==> src/rtl/acm_pkg.sv <==
// Package for the 12-bit accumulator machine: field widths, operation and
// opcode codes, and the memory request struct.
// No dependencies.
`default_nettype none

package acm_pkg;

  localparam int ADDR_W = 8;
  localparam int WORD_W = 12;
  localparam int OPER_W = 2;
  localparam int OPC_W  = 4;

  localparam logic [OPER_W-1:0] OP_WRITE = 2'd0;
  localparam logic [OPER_W-1:0] OP_EXEC  = 2'd1;
  localparam logic [OPER_W-1:0] OP_READ  = 2'd2;

  localparam logic [OPC_W-1:0] OPC_FAULT = 4'd0;
  localparam logic [OPC_W-1:0] OPC_LOAD  = 4'd1;
  localparam logic [OPC_W-1:0] OPC_STORE = 4'd2;
  localparam logic [OPC_W-1:0] OPC_ADD   = 4'd3;
  localparam logic [OPC_W-1:0] OPC_SUB   = 4'd4;
  localparam logic [OPC_W-1:0] OPC_COPY  = 4'd5;
  localparam logic [OPC_W-1:0] OPC_JUMP  = 4'd6;
  localparam logic [OPC_W-1:0] OPC_JNEG  = 4'd7;

  typedef struct packed {
    logic              re;
    logic [ADDR_W-1:0] raddr;
    logic              we;
    logic [ADDR_W-1:0] waddr;
    logic [WORD_W-1:0] wdata;
  } mem_req_t;

endpackage

`default_nettype wire

==> src/rtl/acm_if.sv <==
// Valid/ready channel interfaces for request and response beats.
// Depends on acm_pkg.
`default_nettype none

interface acm_req_if
  import acm_pkg::*;
();
  logic              valid;
  logic              ready;
  logic [OPER_W-1:0] operation;
  logic [ADDR_W-1:0] address;
  logic [WORD_W-1:0] write_data;

  modport source (output valid, operation, address, write_data, input ready);
  modport sink   (input valid, operation, address, write_data, output ready);
endinterface

interface acm_resp_if
  import acm_pkg::*;
();
  logic              valid;
  logic              ready;
  logic [ADDR_W-1:0] prog_counter;
  logic [WORD_W-1:0] accumulator;
  logic [WORD_W-1:0] operand_b;
  logic [WORD_W-1:0] instr_word;
  logic [ADDR_W-1:0] mem_addr_reg;
  logic [WORD_W-1:0] mem_data_reg;
  logic [WORD_W-1:0] alu_result;
  logic              halted;
  logic              fault;
  logic [WORD_W-1:0] read_data;

  modport source (
    output valid, prog_counter, accumulator, operand_b, instr_word, mem_addr_reg,
           mem_data_reg, alu_result, halted, fault, read_data,
    input  ready
  );
  modport sink (
    input  valid, prog_counter, accumulator, operand_b, instr_word, mem_addr_reg,
           mem_data_reg, alu_result, halted, fault, read_data,
    output ready
  );
endinterface

`default_nettype wire

==> src/rtl/acm_mem.sv <==
// Word memory with registered read, per-word valid bits (unwritten
// words read as zero) and write-to-read forwarding. Depends on acm_pkg.
`default_nettype none

module acm_mem
  import acm_pkg::*;
#(
  parameter int MEM_WORDS = 256
) (
  input  wire logic              clk,
  input  wire logic              rst,
  input  wire mem_req_t          req,
  output logic      [WORD_W-1:0] rdata
);

  localparam int AW = (MEM_WORDS > 1) ? $clog2(MEM_WORDS) : 1;
  localparam logic [ADDR_W:0] MEM_LIMIT = (ADDR_W+1)'(MEM_WORDS);

  logic [WORD_W-1:0]    mem [MEM_WORDS];
  logic [MEM_WORDS-1:0] valid;
  logic [WORD_W-1:0]    mem_q;
  logic [WORD_W-1:0]    fwd_data;
  logic                 rd_ok;
  logic                 fwd;
  logic                 r_in;
  logic                 w_in;
  logic [AW-1:0]        ridx;
  logic [AW-1:0]        widx;

  assign r_in = {1'b0, req.raddr} < MEM_LIMIT;
  assign w_in = {1'b0, req.waddr} < MEM_LIMIT;
  assign ridx = req.raddr[AW-1:0];
  assign widx = req.waddr[AW-1:0];

  always_ff @(posedge clk) begin
    if (req.we && w_in) begin
      mem[widx] <= req.wdata;
    end
  end

  always_ff @(posedge clk) begin
    if (req.re) begin
      mem_q    <= mem[ridx];
      fwd_data <= req.wdata;
    end
  end

  always_ff @(posedge clk) begin
    if (rst) begin
      valid <= '0;
      rd_ok <= 1'b0;
      fwd   <= 1'b0;
    end else begin
      if (req.we && w_in) begin
        valid[widx] <= 1'b1;
      end
      if (req.re) begin
        rd_ok <= r_in && valid[ridx];
        fwd   <= req.we && w_in && (req.raddr == req.waddr);
      end
    end
  end

  assign rdata = fwd ? fwd_data : (rd_ok ? mem_q : '0);

endmodule

`default_nettype wire

==> src/rtl/accumulator_cpu_12bit.sv <==
// Top level of the 12-bit accumulator machine. Depends on acm_pkg, acm_if
// and acm_mem.
//
// Each request beat writes a memory word, reads one back, executes one
// instruction or, for an unused operation, does nothing; each gives one
// response beat with the register view after it. Memory reads are registered
// in the synchronous word memory. The fetch or read for a beat is issued in
// the cycle it is accepted; the response register is loaded in the work
// state. An executed load is the exception: it goes to the operand state
// for its operand read. The next request is taken in the cycle the current
// one finishes, so beats can follow one a cycle unless the response stalls,
// which holds the machine in its finishing state. Memory reads as zero after
// reset without any clearing pass, because each word has a written flag.
`default_nettype none

module accumulator_cpu_12bit
  import acm_pkg::*;
#(
  parameter int MEM_WORDS = 256
) (
  input  wire logic clk,
  input  wire logic rst,
  acm_req_if.sink   req,
  acm_resp_if.source resp
);

  localparam logic [1:0] ST_IDLE = 2'd0;
  localparam logic [1:0] ST_WORK = 2'd1;
  localparam logic [1:0] ST_OPER = 2'd2;

  logic [1:0]        state;
  logic [1:0]        state_next;
  logic [OPER_W-1:0] op_q;
  logic [ADDR_W-1:0] addr_q;
  logic [WORD_W-1:0] wdata_q;

  logic [ADDR_W-1:0] pc, pc_next;
  logic [ADDR_W-1:0] mar, mar_next;
  logic [WORD_W-1:0] mdr, mdr_next;
  logic [WORD_W-1:0] acc, acc_next;
  logic [WORD_W-1:0] alu, alu_next;
  logic [WORD_W-1:0] breg, breg_next;
  logic [WORD_W-1:0] ir, ir_next;
  logic              halt, halt_next;
  logic              fault, fault_next;

  mem_req_t          mreq;
  logic [WORD_W-1:0] rdata;
  logic [OPC_W-1:0]  opc;
  logic [ADDR_W-1:0] tgt;
  logic              out_free;
  logic              done;
  logic              accept;

  acm_mem #(.MEM_WORDS(MEM_WORDS)) u_mem (
    .clk  (clk),
    .rst  (rst),
    .req  (mreq),
    .rdata(rdata)
  );

  assign opc      = rdata[WORD_W-1 -: OPC_W];
  assign tgt      = rdata[ADDR_W-1:0];
  assign out_free = !resp.valid || resp.ready;
  assign req.ready = !rst && ((state == ST_IDLE) || done);
  assign accept   = req.valid && req.ready;

  always_comb begin
    state_next = state;
    pc_next    = pc;
    mar_next   = mar;
    mdr_next   = mdr;
    acc_next   = acc;
    alu_next   = alu;
    breg_next  = breg;
    ir_next    = ir;
    halt_next  = halt;
    fault_next = fault;
    done       = 1'b0;
    mreq       = '0;

    case (state)
      ST_WORK: begin
        case (op_q)
          OP_WRITE: begin
            if (out_free) begin
              done       = 1'b1;
              mreq.we    = 1'b1;
              mreq.waddr = addr_q;
              mreq.wdata = wdata_q;
            end
          end
          OP_EXEC: begin
            if (halt) begin
              done = out_free;
            end else if (opc == OPC_LOAD) begin
              pc_next    = pc + 1'b1;
              ir_next    = rdata;
              mar_next   = tgt;
              mreq.re    = 1'b1;
              mreq.raddr = tgt;
              state_next = ST_OPER;
            end else if (out_free) begin
              done     = 1'b1;
              pc_next  = pc + 1'b1;
              mar_next = pc;
              mdr_next = rdata;
              ir_next  = rdata;
              case (opc)
                OPC_FAULT: begin
                  fault_next = 1'b1;
                  halt_next  = 1'b1;
                end
                OPC_STORE: begin
                  mar_next   = tgt;
                  mdr_next   = acc;
                  mreq.we    = 1'b1;
                  mreq.waddr = tgt;
                  mreq.wdata = acc;
                end
                OPC_ADD: begin
                  alu_next = acc + breg;
                  acc_next = acc + breg;
                end
                OPC_SUB: begin
                  alu_next = acc - breg;
                  acc_next = acc - breg;
                end
                OPC_COPY: begin
                  breg_next = acc;
                end
                OPC_JUMP: begin
                  pc_next = tgt;
                end
                OPC_JNEG: begin
                  if (acc[WORD_W-1]) begin
                    pc_next = tgt;
                  end
                end
                default: begin
                  halt_next = 1'b1;
                end
              endcase
            end
          end
          default: begin
            done = out_free;
          end
        endcase
      end
      ST_OPER: begin
        if (out_free) begin
          done     = 1'b1;
          mdr_next = rdata;
          acc_next = rdata;
        end
      end
      default: begin
      end
    endcase

    if (done) begin
      state_next = ST_IDLE;
    end

    // read for the new beat goes out in its accept cycle
    if (accept) begin
      state_next = ST_WORK;
      if (req.operation == OP_READ) begin
        mreq.re    = 1'b1;
        mreq.raddr = req.address;
      end else if (req.operation == OP_EXEC && !halt_next) begin
        mreq.re    = 1'b1;
        mreq.raddr = pc_next;
      end
    end
  end

  always_ff @(posedge clk) begin
    if (rst) begin
      state <= ST_IDLE;
      pc    <= '0;
      mar   <= '0;
      mdr   <= '0;
      acc   <= '0;
      alu   <= '0;
      breg  <= '0;
      ir    <= '0;
      halt  <= 1'b0;
      fault <= 1'b0;
    end else begin
      state <= state_next;
      pc    <= pc_next;
      mar   <= mar_next;
      mdr   <= mdr_next;
      acc   <= acc_next;
      alu   <= alu_next;
      breg  <= breg_next;
      ir    <= ir_next;
      halt  <= halt_next;
      fault <= fault_next;
    end
  end

  always_ff @(posedge clk) begin
    if (accept) begin
      op_q    <= req.operation;
      addr_q  <= req.address;
      wdata_q <= req.write_data;
    end
  end

  always_ff @(posedge clk) begin
    if (rst) begin
      resp.valid <= 1'b0;
    end else if (done) begin
      resp.valid <= 1'b1;
    end else if (resp.ready) begin
      resp.valid <= 1'b0;
    end
  end

  always_ff @(posedge clk) begin
    if (done) begin
      resp.prog_counter <= pc_next;
      resp.accumulator  <= acc_next;
      resp.operand_b    <= breg_next;
      resp.instr_word   <= ir_next;
      resp.mem_addr_reg <= mar_next;
      resp.mem_data_reg <= mdr_next;
      resp.alu_result   <= alu_next;
      resp.halted       <= halt_next;
      resp.fault        <= fault_next;
      resp.read_data    <= (state == ST_WORK && op_q == OP_READ) ? rdata : '0;
    end
  end

endmodule

`default_nettype wire

==> src/flat_wrapper.sv <==
// flat-port wrapper written by rule: the top's interface ports become plain ports
module accumulator_cpu_12bit_flat import acm_pkg::*;
#(
  parameter int MEM_WORDS = 256
)
  (clk, rst, req_valid, req_operation, req_address, req_write_data, req_ready, resp_valid, resp_prog_counter, resp_accumulator, resp_operand_b, resp_instr_word, resp_mem_addr_reg, resp_mem_data_reg, resp_alu_result, resp_halted, resp_fault, resp_read_data, resp_ready);
  acm_req_if req_i ();
  acm_resp_if resp_i ();
  input  wire logic clk;
  input  wire logic rst;
  input wire logic [$bits(req_i.valid)-1:0] req_valid;
  input wire logic [$bits(req_i.operation)-1:0] req_operation;
  input wire logic [$bits(req_i.address)-1:0] req_address;
  input wire logic [$bits(req_i.write_data)-1:0] req_write_data;
  output wire logic [$bits(req_i.ready)-1:0] req_ready;
  output wire logic [$bits(resp_i.valid)-1:0] resp_valid;
  output wire logic [$bits(resp_i.prog_counter)-1:0] resp_prog_counter;
  output wire logic [$bits(resp_i.accumulator)-1:0] resp_accumulator;
  output wire logic [$bits(resp_i.operand_b)-1:0] resp_operand_b;
  output wire logic [$bits(resp_i.instr_word)-1:0] resp_instr_word;
  output wire logic [$bits(resp_i.mem_addr_reg)-1:0] resp_mem_addr_reg;
  output wire logic [$bits(resp_i.mem_data_reg)-1:0] resp_mem_data_reg;
  output wire logic [$bits(resp_i.alu_result)-1:0] resp_alu_result;
  output wire logic [$bits(resp_i.halted)-1:0] resp_halted;
  output wire logic [$bits(resp_i.fault)-1:0] resp_fault;
  output wire logic [$bits(resp_i.read_data)-1:0] resp_read_data;
  input wire logic [$bits(resp_i.ready)-1:0] resp_ready;
  assign req_i.valid = req_valid;
  assign req_i.operation = req_operation;
  assign req_i.address = req_address;
  assign req_i.write_data = req_write_data;
  assign req_ready = req_i.ready;
  assign resp_valid = resp_i.valid;
  assign resp_prog_counter = resp_i.prog_counter;
  assign resp_accumulator = resp_i.accumulator;
  assign resp_operand_b = resp_i.operand_b;
  assign resp_instr_word = resp_i.instr_word;
  assign resp_mem_addr_reg = resp_i.mem_addr_reg;
  assign resp_mem_data_reg = resp_i.mem_data_reg;
  assign resp_alu_result = resp_i.alu_result;
  assign resp_halted = resp_i.halted;
  assign resp_fault = resp_i.fault;
  assign resp_read_data = resp_i.read_data;
  assign resp_i.ready = resp_ready;
  accumulator_cpu_12bit #(.MEM_WORDS(MEM_WORDS)) u_core (.clk(clk), .rst(rst), .req(req_i), .resp(resp_i));
endmodule
==> config.mk <==
export PLATFORM = sky130hd
export DESIGN_NAME = accumulator_cpu_12bit_flat
export DESIGN_NICKNAME = d
export VERILOG_FILES = /design/src/rtl/acm_pkg.sv /design/src/rtl/acm_if.sv /design/src/rtl/acm_mem.sv /design/src/rtl/accumulator_cpu_12bit.sv /design/src/flat_wrapper.sv
export SDC_FILE = /design/constraint.sdc
export NUM_CORES = 2
export LEC_CHECK = 0
export CAP_MARGIN = 20
export CELL_PAD_IN_SITES_DETAIL_PLACEMENT = 1
export CELL_PAD_IN_SITES_GLOBAL_PLACEMENT = 1
export CORE_ASPECT_RATIO = 0.5
export CORE_UTILIZATION = 50
export DETAILED_ROUTE_END_ITERATION = 8
export DONT_BUFFER_PORTS = 1
export PLACE_DENSITY = 0.81
export SLEW_MARGIN = 20
export SYNTH_ARGS = -nofsm -noshare
export SYNTH_HDL_FRONTEND = slang
export SYNTH_SLANG_ARGS = --single-unit
==> constraint.sdc <==
create_clock -name clk -period 20.2 [get_ports clk]
set_clock_uncertainty 0.05 [all_clocks]
set_input_delay 3.03 -clock clk [delete_from_list [all_inputs] [get_ports clk]]
set_output_delay 3.03 -clock clk [all_outputs]
set_load 0.01 [all_outputs]
==> metrics.csv <==
stage,metric,value,unit
clocking,htreeDepth,5,
power_and_ir_drop,p_comb_share,3.2,%
clocking,ctsHoldBuffers,0,
placed_design,place_inst,11100,
finish,ff_latch_area,103000,µm²
finish,nFillCells,24000,
timing,slew_headroom,16.7,%
detailed_routing,first_iter_violations,12700,
finish,drive_above_1_share,20.3,%
detailed_routing,routedWlPerCell,37.2,µm
finish,largest_reg_flops,3072,
timing,fin_tns_setup,0,ps
detailed_routing,drc_errors,0,
clocking,cts_root_buffer,clkbuf_16,
grt,antenna_found_initial,28,
finish,final_cells,11700,
timing,setup_violations,0,
finish,final_area,154000,µm²
min_path,hold_depth,1,
outcome,status,"finished, final reports clean",
detailed_routing,first_pass_iters,6,
grt,grt_first_pass_wirelength,615000,µm
timing,grt_setup_unrepaired,false,
placed_design,postPlaceCellArea,144000,µm²
min_path,hp-class,reg -> reg,
worst_setup_path,critPathKind,in -> reg,
timing,final-hold-violation-count,0,
grt,grt_max_degree,226,
worst_setup_path,cp_data_required_time,20780,ps
clocking,postCtsResizedCells,0,
power_and_ir_drop,leakagePower,44.3,nW
worst_setup_path,worstSetupEndpointType,flip-flop,
clocking,cts_buffers,315,
yosys,synth-seq-cells,3547,
worst_setup_path,cp_cell_sequence,nand2b_1 > o211ai_1 > o22ai_1 > a211oi_2 > o31ai_2 > nand3_4 > buf_12 > buf_4 > buf_12 > buf_4 > mux4_2 > mux2i_1 > a22oi_1 > nand4_1 > o21ai_0 > or4_1,
yosys,ys_warn_count,0,
finish,fin_util,56.2,%
power_and_ir_drop,power.density,95.3,nW/µm²
placed_design,portBuffers,0,
worst_setup_path,r2r_cells,16,
timing,min_period_over_period,51.5,%
yosys,synth_ff_type,edfxtp_1,
detailed_routing,viasPerCell,6.91,
yosys,ys_seq_area_share,74.6,%
worst_setup_path,crit_arrival,10980,ps
yosys,synthMostInstantiatedCell,edfxtp_1,
yosys,synth_edf_count,3208,
power_and_ir_drop,peakVddDrop,67.4,µV
worst_setup_path,slowest_stage,buf_4,
clocking,postCtsSetupBuffers,0,
yosys,yosys-top-cells-area,"edfxtp_1 70%, mux4_2 11%, dfxtp_1 4.9%",
yosys,ys_top_cells_by_count,"3208 x edfxtp_1, 651 x mux4_2, 559 x nand2_1",
timing,max_freq,96.2,MHz
detailed_routing,postRouteWirelength,435000,µm
yosys,synth.top_cell.area_share,69.7,%
clocking,cts_tree,built,
timing,drv_slew,0,
timing,worst_slew_pin_slew,1250,ps
yosys,syn_area,138000,µm²
die,coreArea,275000,µm²
clocking,clkTransAtPathRegs,60,ps
worst_setup_path,critPathMaxFanout,98,
finish,nets,7805,
die,ios,118,
timing,fin_crit,10400,ps
die,die-area,279000,µm²
die,dieHeight,374,µm
clocking,cts_sinks,3547,
worst_setup_path,cp_slowest_stage_delay,760,ps
die,rows,136,
clocking,clk_latency,910,ps
finish,top_register,u_core.u_mem.mem,
finish,multi_input_area,33200,µm²
detailed_routing,vias,80800,
flow_run,maxCapViolCount,0,
grt,gr-total-overflow,0,
die,start_util,50.3,%
finish,top_regs,"u_core.u_mem.mem: 3072 flops, u_core.u_mem.valid: 256 flops",
detailed_routing,ant_nets,0,
yosys,syn-num-nets,7591,
yosys,synth_top_area_cell,edfxtp_1,
grt,first_global_vias,82200,
yosys,netlist_instances,7537,
power_and_ir_drop,p_int,11.5,mW
worst_setup_path,critPathLaunchType,input port,
finish,syn_to_final_growth,11.8,%
power_and_ir_drop,clkPwrFrac,42.8,%
yosys,async_flop_share,0,%
power_and_ir_drop,power.switching,3.18,mW
grt,grt_use_total,30.5,%
placed_design,post-dp-hpwl,246000,µm
power_and_ir_drop,swShare,21.6,%
placed_design,globalplace.congestion,0.859,
yosys,synth_cell_types,89,
power_and_ir_drop,pwr-share-seq,54.0,%
yosys,synth.avg_cell_area,18.3,µm²
die,die_w,745,µm
timing,hold_slack,416,ps
clocking,clockBufferDepth,4,
## worst paths after layout
check	end	slack, ps	from
setup / recovery	u_core.u_mem.mem_q[10]	9800	resp_ready
hold reg to reg	u_core.u_mem.valid[126]	420	u_core.u_mem.valid[126]
setup reg to reg	u_core.u_mem.mem_q[10]	11130	u_core.u_mem.mem_q[9]
hold / removal	u_core.u_mem.valid[126]	420	u_core.u_mem.valid[126]
## cell type report
| cell class | instances | share of cell area (%) |
|---|---|---|
| sequential | 3547 | 66.8 |
| multi-input combinational | 3492 | 21.5 |
| clock buffer | 424 | 5.66 |
| tap | 3657 | 2.96 |
| timing repair buffer | 362 | 1.94 |
| clock inverter | 148 | 1.07 |
| inverter | 33 | 0.0867 |
| antenna | 19 | 0.0308 |
## cell usage in the layout (no fill, tap or decap), drive strengths merged, types with 106 or more instances in the layout
| cell type | count |
|---|---|
| mux2i | 369 |
| mux4 | 651 |
| nand2 | 559 |
| o21ai | 205 |
| buf | 362 |
| nor2 | 441 |
| and2 | 106 |
| edfxtp | 3208 |
| a32oi | 109 |
| o22ai | 109 |
| o21a | 261 |
| dfxtp | 339 |
| clkbuf | 424 |
## kinds of logic (layout without fill, tap and decap cells)
family                   after synthesis  after routing  synth area share [%]
flip-flops                          3547           3547                  74.6
other                                  0             19                     0
adder cells (fa/ha/maj)               28             28                 0.264
buffers and inverters                498            967                  1.72
XOR/XNOR                              12             12                0.0761
AO/OA/AOI/OAI                       1110           1110                  5.83
multiplexers                        1029           1029                  13.4
AND/OR/NAND/NOR                     1313           1313                  4.13
## worst max-delay path: cells and delay by family
kind	cells	cell delay [ps]
buf+inv	4	2680
compound gates	6	2350
simple gates	4	1960
mux	2	790
## metal layers
| metal | vias up | share of wire (%) | global-route usage, % |
|---|---|---|---|
| li1 | 30800 | - | - |
| met1 | 42100 | 36 | 40.4 |
| met2 | 6507 | 46 | 47.6 |
| met3 | 1290 | 13 | 9.02 |
| met4 | 32 | 4.9 | 13.2 |
| met5 | - | 0.046 | 0 |
## power by group through the flow
stage / clock network [mW] / logic [mW] / registers (mW)
2_1_floorplan: 0 / 0.279 / 8.11
3_3_place_gp: 0 / 0.429 / 8.11
3_5_place_dp: 0 / 0.446 / 8.11
4_1_cts: 6.30 / 0.456 / 7.95
5_1_grt: 6.52 / 0.483 / 7.95
6_report: 6.30 / 0.472 / 7.95
## stage by stage
stage	power (mW)	setup WS, ps
2_1_floorplan	8.39	8570
3_3_place_gp	8.54	9220
3_5_place_dp	8.56	9010
4_1_cts	14.7	9810
5_1_grt	14.9	9420
6_report	14.7	9800
Power figures use the tool's default switching activity.
